[src/rtl/ier_pkg.sv]
// Shared types and constants for the ICMP echo reply rewriter.
package ier_pkg;

  localparam int unsigned HDR_LEN = 29;
  localparam int unsigned POS_W   = $clog2(HDR_LEN);

  localparam logic [POS_W-1:0] DECIDE_POS = POS_W'(HDR_LEN - 1);
  localparam logic [POS_W-1:0] TYPE_POS   = POS_W'(20);
  localparam logic [POS_W-1:0] SUM_LO_POS = POS_W'(22);
  localparam logic [POS_W-1:0] SUM_HI_POS = POS_W'(23);
  localparam logic [POS_W-1:0] SRC_IP_POS = POS_W'(12);
  localparam logic [POS_W-1:0] DST_IP_POS = POS_W'(16);

  localparam logic [15:0] ETYPE_IPV4    = 16'h0800;
  localparam logic [7:0]  ICMP_ECHO_REQ = 8'h08;
  localparam logic [7:0]  ICMP_ECHO_REP = 8'h00;
  localparam logic [7:0]  SUM_ADJUST    = 8'h08;

  typedef enum logic [1:0] {
    ST_COLLECT,
    ST_EMIT,
    ST_PASS,
    ST_DISCARD
  } ier_state_t;

  typedef struct packed {
    logic store_byte;
    logic start_emit;
    logic emit_load;
    logic pass_load;
  } ier_cmd_t;

  typedef struct packed {
    logic pos_decide;
    logic check_ok;
    logic idx_last;
    logic out_free;
  } ier_stat_t;

endpackage

[src/rtl/ier_ctrl.sv]
// Controller state machine for the ICMP echo reply rewriter.
module ier_ctrl (
  input  logic              clk,
  input  logic              rst,
  input  logic              in_valid,
  input  logic              in_last,
  output logic              in_ready,
  input  ier_pkg::ier_stat_t stat,
  output ier_pkg::ier_cmd_t  cmd
);
  import ier_pkg::*;

  ier_state_t state;
  ier_state_t state_next;
  logic       accept;
  logic       cmd_last_saved;

  assign accept = in_valid && in_ready;

  always_ff @(posedge clk) begin
    if (rst) begin
      state <= ST_COLLECT;
    end else begin
      state <= state_next;
    end
  end

  always_comb begin
    state_next = state;
    unique case (state)
      ST_COLLECT: begin
        if (accept && stat.pos_decide) begin
          if (stat.check_ok) begin
            state_next = ST_EMIT;
          end else if (!in_last) begin
            state_next = ST_DISCARD;
          end
        end
      end
      ST_EMIT: begin
        if (stat.out_free && stat.idx_last) begin
          state_next = ST_PASS;
        end
      end
      ST_PASS: begin
        if (accept && in_last) begin
          state_next = ST_COLLECT;
        end
      end
      ST_DISCARD: begin
        if (accept && in_last) begin
          state_next = ST_COLLECT;
        end
      end
      default: state_next = ST_COLLECT;
    endcase
    // a reply that ended on the decision byte has nothing to pass through
    if (state == ST_EMIT && stat.out_free && stat.idx_last && cmd_last_saved) begin
      state_next = ST_COLLECT;
    end
  end

  always_ff @(posedge clk) begin
    if (rst) begin
      cmd_last_saved <= 1'b0;
    end else if (state == ST_COLLECT && accept && stat.pos_decide && stat.check_ok) begin
      cmd_last_saved <= in_last;
    end
  end

  always_comb begin
    in_ready       = 1'b0;
    cmd.store_byte = 1'b0;
    cmd.start_emit = 1'b0;
    cmd.emit_load  = 1'b0;
    cmd.pass_load  = 1'b0;
    unique case (state)
      ST_COLLECT: begin
        in_ready       = 1'b1;
        cmd.store_byte = accept;
        cmd.start_emit = accept && stat.pos_decide && stat.check_ok;
      end
      ST_EMIT: begin
        cmd.emit_load = stat.out_free;
      end
      ST_PASS: begin
        in_ready      = stat.out_free;
        cmd.pass_load = accept;
      end
      ST_DISCARD: begin
        in_ready = 1'b1;
      end
      default: in_ready = 1'b0;
    endcase
  end

endmodule

[src/rtl/ier_dp.sv]
// Datapath for the ICMP echo reply rewriter: header store, counters, output register.
module ier_dp (
  input  logic               clk,
  input  logic               rst,
  input  logic               cfg_wen,
  input  logic [47:0]        cfg_wdata,
  input  logic [7:0]         data_byte,
  input  logic               end_of_packet,
  input  logic [47:0]        dest_mac,
  input  logic [15:0]        ether_type,
  input  ier_pkg::ier_cmd_t  cmd,
  output ier_pkg::ier_stat_t stat,
  output logic               out_valid,
  input  logic               out_ready,
  output logic [7:0]         reply_byte,
  output logic               last_of_reply
);
  import ier_pkg::*;

  logic [47:0]      own_mac;
  logic             frame_matches;
  logic [7:0]       header_store [HDR_LEN];
  logic [POS_W-1:0] byte_position;
  logic [POS_W-1:0] emit_idx;
  logic             eop_saved;
  logic [POS_W-1:0] src_idx;
  logic [7:0]       xform_byte;
  logic             sum_carry;

  always_ff @(posedge clk) begin
    if (rst) begin
      own_mac <= '0;
    end else if (cfg_wen) begin
      own_mac <= cfg_wdata;
    end
  end

  // sample the address check on the first byte; advance or restart the position
  always_ff @(posedge clk) begin
    if (rst) begin
      frame_matches <= 1'b0;
      byte_position <= '0;
    end else if (cmd.store_byte) begin
      if (byte_position == '0) begin
        frame_matches <= (dest_mac == own_mac) && (ether_type == ETYPE_IPV4);
      end
      if (end_of_packet || byte_position == DECIDE_POS) begin
        byte_position <= '0;
      end else begin
        byte_position <= byte_position + 1'b1;
      end
    end
  end

  always_ff @(posedge clk) begin
    if (cmd.store_byte) begin
      header_store[byte_position] <= data_byte;
    end
  end

  always_ff @(posedge clk) begin
    if (rst) begin
      emit_idx  <= '0;
      eop_saved <= 1'b0;
    end else if (cmd.start_emit) begin
      emit_idx  <= '0;
      eop_saved <= end_of_packet;
    end else if (cmd.emit_load) begin
      emit_idx <= emit_idx + 1'b1;
    end
  end

  // swap the IP addresses, clear the ICMP type, raise the checksum word
  always_comb begin
    if (emit_idx >= SRC_IP_POS && emit_idx < DST_IP_POS) begin
      src_idx = emit_idx + POS_W'(4);
    end else if (emit_idx >= DST_IP_POS && emit_idx < TYPE_POS) begin
      src_idx = emit_idx - POS_W'(4);
    end else begin
      src_idx = emit_idx;
    end
    sum_carry = (header_store[SUM_LO_POS] >= (8'hFF - SUM_ADJUST + 8'h01));
    if (emit_idx == TYPE_POS) begin
      xform_byte = ICMP_ECHO_REP;
    end else if (emit_idx == SUM_LO_POS) begin
      xform_byte = header_store[SUM_LO_POS] + SUM_ADJUST;
    end else if (emit_idx == SUM_HI_POS) begin
      xform_byte = header_store[SUM_HI_POS] + {7'd0, sum_carry};
    end else begin
      xform_byte = header_store[src_idx];
    end
  end

  always_ff @(posedge clk) begin
    if (rst) begin
      out_valid <= 1'b0;
    end else if (cmd.emit_load || cmd.pass_load) begin
      out_valid <= 1'b1;
    end else if (out_ready) begin
      out_valid <= 1'b0;
    end
  end

  always_ff @(posedge clk) begin
    if (cmd.emit_load) begin
      reply_byte    <= xform_byte;
      last_of_reply <= eop_saved && (emit_idx == DECIDE_POS);
    end else if (cmd.pass_load) begin
      reply_byte    <= data_byte;
      last_of_reply <= end_of_packet;
    end
  end

  assign stat.pos_decide = (byte_position == DECIDE_POS);
  assign stat.check_ok   = frame_matches && (header_store[TYPE_POS] == ICMP_ECHO_REQ);
  assign stat.idx_last   = (emit_idx == DECIDE_POS);
  assign stat.out_free   = !out_valid || out_ready;

endmodule

[src/rtl/icmp_echo_reply_rewriter.sv]
// Top level of the ICMP echo reply rewriter: controller plus datapath.
//
//  channel | dir | handshake           | payload
//  --------+-----+---------------------+----------------------------------------------------
//  s_*     | in  | s_tvalid / s_tready | tdata: data_byte, dest_mac, ether_type; tlast: eop
//  m_*     | out | m_tvalid / m_tready | tdata: reply_byte; tlast: last_of_reply
//  cfg_*   | in  | cfg_wen             | cfg_wdata: own_mac
//
// Header bytes 0..28 are taken one per cycle; on byte 28 of a matching echo request
// input stops while the rewritten header leaves the store, one byte a cycle when m_tready allows.
// Payload bytes then pass through at one per cycle when m_tready allows; the output register takes a new byte
// in the cycle the previous one is taken. Rejected and short packets drop at one per cycle.
// Reset: rst is synchronous and clears the controller, counters and valid bits.
// Stall: m_tready low holds the output register and, in pass-through, s_tready.
module icmp_echo_reply_rewriter (
  input  logic        clk,
  input  logic        rst,
  input  logic        cfg_wen,
  input  logic [47:0] cfg_wdata,  // own_mac
  input  logic        s_tvalid,
  output logic        s_tready,
  input  logic [71:0] s_tdata,    // [7:0] data_byte, [55:8] dest_mac, [71:56] ether_type
  input  logic        s_tlast,    // end_of_packet
  output logic        m_tvalid,
  input  logic        m_tready,
  output logic [7:0]  m_tdata,    // [7:0] reply_byte
  output logic        m_tlast     // last_of_reply
);
  import ier_pkg::*;

  ier_cmd_t  cmd;
  ier_stat_t stat;

  // sequence the header capture, the reply burst and pass-through
  ier_ctrl u_ctrl (
    .clk      (clk),
    .rst      (rst),
    .in_valid (s_tvalid),
    .in_last  (s_tlast),
    .in_ready (s_tready),
    .stat     (stat),
    .cmd      (cmd)
  );

  // hold the header, build the reply bytes, drive the output register
  ier_dp u_dp (
    .clk           (clk),
    .rst           (rst),
    .cfg_wen       (cfg_wen),
    .cfg_wdata     (cfg_wdata),
    .data_byte     (s_tdata[7:0]),
    .end_of_packet (s_tlast),
    .dest_mac      (s_tdata[55:8]),
    .ether_type    (s_tdata[71:56]),
    .cmd           (cmd),
    .stat          (stat),
    .out_valid     (m_tvalid),
    .out_ready     (m_tready),
    .reply_byte    (m_tdata),
    .last_of_reply (m_tlast)
  );

`ifndef ASSERT_OFF
  // input pauses once a reply burst starts
  a_emit_blocks_input: assert property (@(posedge clk) disable iff (rst)
    cmd.start_emit |=> !s_tready)
    else $error("input accepted right after reply burst start");

  // byte capture and pass-through happen only on an accepted input transaction
  a_cmd_on_accept: assert property (@(posedge clk) disable iff (rst)
    (cmd.store_byte || cmd.pass_load) |-> (s_tvalid && s_tready))
    else $error("datapath command without input transaction");

  // the output register never takes two sources at once
  a_single_load: assert property (@(posedge clk) disable iff (rst)
    !(cmd.emit_load && cmd.pass_load))
    else $error("emit and pass-through load together");

  // a load never overwrites a result that is still waiting
  a_no_overwrite: assert property (@(posedge clk) disable iff (rst)
    (cmd.emit_load || cmd.pass_load) |-> (!m_tvalid || m_tready))
    else $error("output register overwritten while stalled");
`endif

endmodule
[config.mk]
export PLATFORM = sky130hd
export DESIGN_NAME = icmp_echo_reply_rewriter
export DESIGN_NICKNAME = d
export VERILOG_FILES = /design/src/rtl/ier_pkg.sv /design/src/rtl/ier_ctrl.sv /design/src/rtl/ier_dp.sv /design/src/rtl/icmp_echo_reply_rewriter.sv
export SDC_FILE = /design/constraint.sdc
export NUM_CORES = 1
export LEC_CHECK = 0
export ABC_AREA = 1
export BUFFER_PORTS_ARGS = -buffer_cell sky130_fd_sc_hd__buf_2
export CORE_MARGIN = 10
export CORE_UTILIZATION = 62
export CTS_BUF_LIST = sky130_fd_sc_hd__clkbuf_4
export DETAILED_ROUTE_END_ITERATION = 6
export GPL_TIMING_DRIVEN = 0
export PLACE_DENSITY = 0.83
export SETUP_SLACK_MARGIN = 0.02
export SYNTH_ARGS = -nofsm -noshare
export SYNTH_HDL_FRONTEND = slang
export SYNTH_SLANG_ARGS = --single-unit
[constraint.sdc]
create_clock -name clk -period 2.8 [get_ports clk]
set_input_delay 0.56 -clock clk [delete_from_list [all_inputs] [get_ports clk]]
set_output_delay 0.56 -clock clk [all_outputs]
set_load 0.005 [all_outputs]
---- Word-level counts from Yosys, hierarchy flattened ----
Memory sizes are Yosys's and may differ from the RTL's.
Index checks and enable logic that the tools add are counted.
Widths: inputs -> output; s select.
operators by class
  $lt $le $gt $ge ......................... 5
  mux-type cells .......................... 24
  eq/ne operators ......................... 15
  reductions and logical operators ........ 30
  add/sub/neg operators ................... 6
operators with widths
  operator              count
  $eq 48x48->1          1
  $mux 8                5
  $eq 5x5->1 const B    5
  $eq 16x12->1 const B  1
  $logic_and 1x1->1     16
  $mux 5                3
  $mux 2                6
  $add 5x1->5 const B   2
  $lt 5x5->1 const B    2
  $add 8x1->8           1
  $add 8x4->8 const B   1
  $eq 8x4->1 const B    1
  $ge 8x8->1 const B    1
  $mux 1                8
  $reduce_or 2->1       4
  $pmux 2 s3            1
  $add 5x3->5 const B   1
  $ge 5x4->1 const B    1
  $ge 5x5->1 const B    1
  $logic_not 5->1       1
  $sub 5x3->5 const B   1
  $eq 2x2->1 const B    2
  $ne 2x1->1 const B    2
  $reduce_and 4->1      1
  other kinds (9)       12
word-level totals
  input port bits ......................... 126
  logic and storage cells ................. 91
  RAM bits ................................ 232
  output and inout bits ................... 11
  flip-flop bits (word level) ............. 73
  memories kept ........................... 1
memories
  memory             words  bits a word  rd ports  clocked after memory_dff  wr ports  line          source
  u_dp.header_store  29     8            4         0                         1         ier_dp.sv:22  logic [7:0] header_store [HDR_LEN];

---- Depth between registers and ports, before layout ----
  word-level depth ........................ 9
  gate-level depth with buffers ........... 18
  depth with buffers taken out ............ 16

---- Modules after synthesis ----
A second synthesis with hierarchy kept.
unflattened totals
  cell total of the unflattened synthesis .. 1489
  area, all modules ....................... 14712.9 µm²
modules (own cells, without submodules)
  module    seq. area each (µm²)  instances  cells each  area an instance (µm²)
  ier_dp    9178.8                1          1440        14395.1
  ier_ctrl  60.1                  1          49          317.8

---- Least setup slack after synthesis ----
No wires, ideal clock.
  kind .................................... reg2reg
  start point ............................. register u_ctrl.state[0]
  end point ............................... memory u_dp.header_store[23][0] (enable)
  buffers on the path ..................... 0
  slack ................................... 597 ps
  data required time ...................... 2417 ps
  clock period less this slack ............ 2203 ps
  arrival ................................. 1819 ps
  stages on the path, launching flop included .. 9
  library setup time ...................... 383 ps
  cells stage by stage .................... dfxtp_1 -> inv_1 -> ha_1 -> nand2_1 -> inv_1 -> nand2_1 -> nor2_1 -> inv_1 -> nor3_1
on the way
  cells in the longest elaborated chain, start to end .. 7
  elaborated cells between the ends (all ways) .. 9
  those cells by class .................... eq/ne: 2; mux: 4; reduce/logical: 3
RTL lines
  element                                               line            source
  start, declared                                       ier_ctrl.sv:13  ier_state_t state;
  start signal, assigned                                ier_ctrl.sv:24  state <= state_next;
  $eq 2x2->1 / $logic_not 2->1 (equally long branches)  ier_ctrl.sv:77  unique case (state)
  $reduce_or 2->1 (no line)                             -
  $pmux 1 s2                                            ier_ctrl.sv:77
  $logic_and 1x1->1                                     ier_ctrl.sv:18  assign accept = in_valid && in_ready;
  $mux 2 *                                              ier_ctrl.sv:77
  $mux 1 *                                              ier_dp.sv:56    if (cmd.store_byte) begin
  $mux 1 (implied by the code) *                        ier_dp.sv:57    header_store[byte_position] <= data_byte;
  end, declared                                         ier_dp.sv:22
Mark *: on every way between the ends. The rest lies on a longest branch, timed or not.

---- Final worst setup path ----
  start point ............................. register u_ctrl.state[0]
  end point ............................... register u_ctrl.cmd_last_saved
on the way
  cells in the longest elaborated chain, start to end .. 7
  elaborated cells between the ends (all ways) .. 9
  those cells by class .................... eq/ne: 2; mux: 1; reduce/logical: 6
RTL lines
  element                                               line                            source
  $eq 2x2->1 / $logic_not 2->1 (equally long branches)  ier_ctrl.sv:77, ier_ctrl.sv:66
  $reduce_or 2->1 (no line)                             -
  $pmux 1 s2                                            ier_ctrl.sv:77
  $logic_and 1x1->1                                     ier_ctrl.sv:18
  $logic_and 1x1->1 * (3 in a row)                      ier_ctrl.sv:66                  end else if (state == ST_COLLECT && accept && stat.pos_decide && stat.check_ok) begin
  end signal, assigned                                  ier_ctrl.sv:67                  cmd_last_saved <= in_last;
  end, declared                                         ier_ctrl.sv:16                  logic cmd_last_saved;
Marked as above.
A chain may end at the register's enable or synchronous reset.

==> flow_metrics.tcl <==
set metrics [dict create \
    multiInputGateArea_sq_um 5002 \
    ff_latch_area_sq_um 9239 \
    synth_top_family_by_area "simple AND/OR/NAND/NOR gates" \
    antenna_found_initial 1 \
    grt_pass1_wl_microns 65640 \
    fmax_mhz 363.0 \
    core_area_sq_um 23540 \
    synth-simple-area-share_pct 24.61 \
    p_clk_share_pct 40.2 \
    slew_headroom_pct 37.66 \
    hp-class "in -> reg" \
    ys_ff_latch 329 \
    p_leak_nw 6.935 \
    cts_root_buf "clkbuf_4" \
    layout_common_cells "nand2_1 (393), edfxtp_1 (265), nand3_1 (205)" \
    synth-adder-area-share_pct 1.512 \
    rsz0062_at_grt "yes" \
    ys_warn_count 0 \
    final_common_cell "nand2_1" \
    cts_inserted_buffers 83 \
    path_common_cell "nand2_1" \
    grt_pass1_vias 12240 \
    cp_max_fo 9 \
    setup_tns_ns 0 \
    final_area_sq_um 17060 \
    slowest_stage "nor2_2" \
    io_pins 137 \
    nets 1905 \
    cp.required_ns 3.37 \
    synthMuxAreaShare_pct 0 \
    post-place-ws_ns -0.4108 \
    synth_xor_area_share_pct 2.823 \
    power_mw 9.737 \
    combPwrFrac_pct 4.5 \
    peakVddDrop_v 0.0005219 \
    portBuffers 136 \
    cts_tree "built" \
    cp-start-kind "flip-flop" \
    netlist_area_sq_um 14890 \
    totalWireLength_microns 43240 \
    drt-pass1-iter-count 5 \
    htree_levels 3 \
    areaGrowthSynthToFinish_pct 14.55 \
    via_count 12240 \
    fp.dieW_microns 175.0 \
    start_util_pct 63.25 \
    path_class "reg -> reg" \
    num_rows 56 \
    worst_ep_arrival_time_ns 3.33 \
    grt_max_degree 34 \
    ys_seq_area_share_pct 62.05 \
    worst_pin_slew_ns 0.9316 \
    syn_inst 1539 \
    wl_per_cell_microns 20.13 \
    cts.reportedPaths.clkPinSlew_ns 0.07 \
    switching_power_mw 2.254 \
    fin_cells 2148 \
    drc 0 \
    detail_route.iter0.violations 1630 \
    setup_violations 0 \
    seq_power_share_pct 55.3 \
    path_cells "inv_1 > ha_1 > nand2_1 > nor2_1 > clkinvlp_4 > nor2_2 > nand2_1 > a211oi_1" \
    cp-end-kind "flip-flop" \
    slew_violations 0 \
    outcome "completed" \
    drv_cap 0 \
    grtUsageTotal_pct 27.64 \
    dp_hpwl_microns 30050 \
    finClkSkew_ns 0.06358 \
    via_per_inst 5.700 \
    fillers 1755 \
    ant_nets 0 \
    clk_path_buf_depth 3 \
    numClockSinks 329 \
    yosysUniqueCellTypes 36 \
    die_area_sq_um 30620 \
    grt_overflow 0 \
    power.density_nw_per_um2 570.8 \
    finalCritPeriodShare_pct 98.39 \
    finalHoldViolCount 0 \
    final_layout_size_suffix_gt1_share_pct 18.50 \
    dp.cells 1995 \
    synth_nets 1683 \
    clkLatencyLatePin_ns 0.71 \
    swShare_pct 23.15 \
    period_minus_slack_ns 2.755 \
    place_area_sq_um 15980 \
    internal-power_mw 7.483 \
    max_stage_delay_ns 0.66 \
    chipHeight_microns 175.0 \
    gp_congestion 1.009 \
    synth_compound_area_share_pct 4.327 \
    avgSynthCellArea_sq_um 9.675 \
    finalWorstSetupSlack_ns 0.04511 \
]
cell usage after synthesis (all sizes together):
master  number  area share [%]
nand4       12            0.50
nor4         2           0.084
nand3b       1           0.050
inv         84             2.1
nand2      403              10
xnor2       29             1.7
or2         11            0.46
edfxtp     265              53
a21oi       41             1.4
a211oi       3            0.15
nor2       208             5.4
a21boi       2            0.10
o22ai        1           0.042
clkbuf      25            0.63
ha          18             1.5
nand3      207             7.1
o21ai       76             2.6
nor3b        2            0.10
clkinv       1           0.025
nor3        15            0.50
o211ai       1           0.050
buf         49             1.9
xor2        19             1.1
dfxtp       64             8.6
sequential cells by signal, indices dropped and copies added (netlist names):
name	count
u_dp.header_store	256
u_dp.own_mac	48
u_dp.reply_byte	8
u_dp.byte_position	5
u_dp.emit_idx	5
u_ctrl.state	2
u_ctrl.cmd_last_saved	1
u_dp.eop_saved	1
u_dp.frame_matches	1
u_dp.last_of_reply	1
u_dp.out_valid	1
power groups by stage:
| stage | Combinational [mW] | Sequential (mW) | Clock, mW |
|---|---|---|---|
| 2_1_floorplan | 0.208 | 5.48 | 0 |
| 3_3_place_gp | 0.419 | 5.48 | 0 |
| 3_5_place_dp | 0.432 | 5.49 | 0 |
| 4_1_cts | 0.437 | 5.38 | 3.93 |
| 5_1_grt | 0.490 | 5.38 | 4.21 |
| 6_report | 0.443 | 5.38 | 3.91 |
stage by stage:
stage	util, %	hold WS [ns]
2_1_floorplan	-	0.4317
3_5_place_dp	67.86	0.4560
4_1_cts	72.32	0.05192
3_3_place_gp	67.84	0.4475
6_report	72.45	0.06976
5_1_grt	72.44	0.04935
path summary, 6_finish.rpt:
check                           cells past startpoint  slack, ns             start                     to
worst max-delay path                                8       0.05   u_ctrl.state[0]  u_ctrl.cmd_last_saved
worst max register to register                      8       0.05   u_ctrl.state[0]  u_ctrl.cmd_last_saved
worst min register to register                      2       0.47  u_dp.own_mac[43]       u_dp.own_mac[43]
worst min-delay path                                3       0.07      cfg_wdata[8]        u_dp.own_mac[8]
what timing repair did:
action,4_1_cts,5_1_grt
hold endpoints to repair,0,0
hold buffers,0,0
buffers inserted,0,0
setup endpoints to repair,47,61
resized for setup,7,6
critical path, delay by kind of cell (launching register included):
kind | cells | cell delay [ns]
AOI/OAI and AO/OA | 1 | 0.26
adders and majority gates | 1 | 0.30
buffers and inverters | 2 | 0.49
DFF | 1 | 0.35
and+or+nand+nor | 4 | 1.28
metal layers:
| metal | GRT usage, % | share of wire [%] | vias to the layer above | wire length (microns) |
|---|---|---|---|---|
| met1 | 34.04 | 37 | 5636 | 16140 |
| met2 | 45.82 | 48 | 799 | 20770 |
| met3 | 6.510 | 11 | 130 | 4731 |
| met5 | 0 | 0 | - | 0 |
| li1 | - | - | 5679 | - |
| met4 | 11.83 | 3.7 | 0 | 1601 |
layout make-up:
cell class                 instances  share of cell area, %
clock buffer                     112                  4.930
timing repair buffer             137                  4.020
sequential                       329                  54.17
buffer                            74                  2.215
tap                              319                  2.340
inverter                          85                  1.893
antenna                            2                0.02934
clock inverter                    39                  1.078
multi-input combinational       1051                  29.33
logic make-up after synthesis:
| kind of cell | after synthesis |
|---|---|
| flip-flops | 329 |
| AO/OA/AOI/OAI | 124 |
| XOR/XNOR | 48 |
| AND/OR/NAND/NOR | 861 |
| buffers and inverters | 159 |
| adder cells (fa/ha/maj) | 18 |
Power figures use the tool's default switching activity.
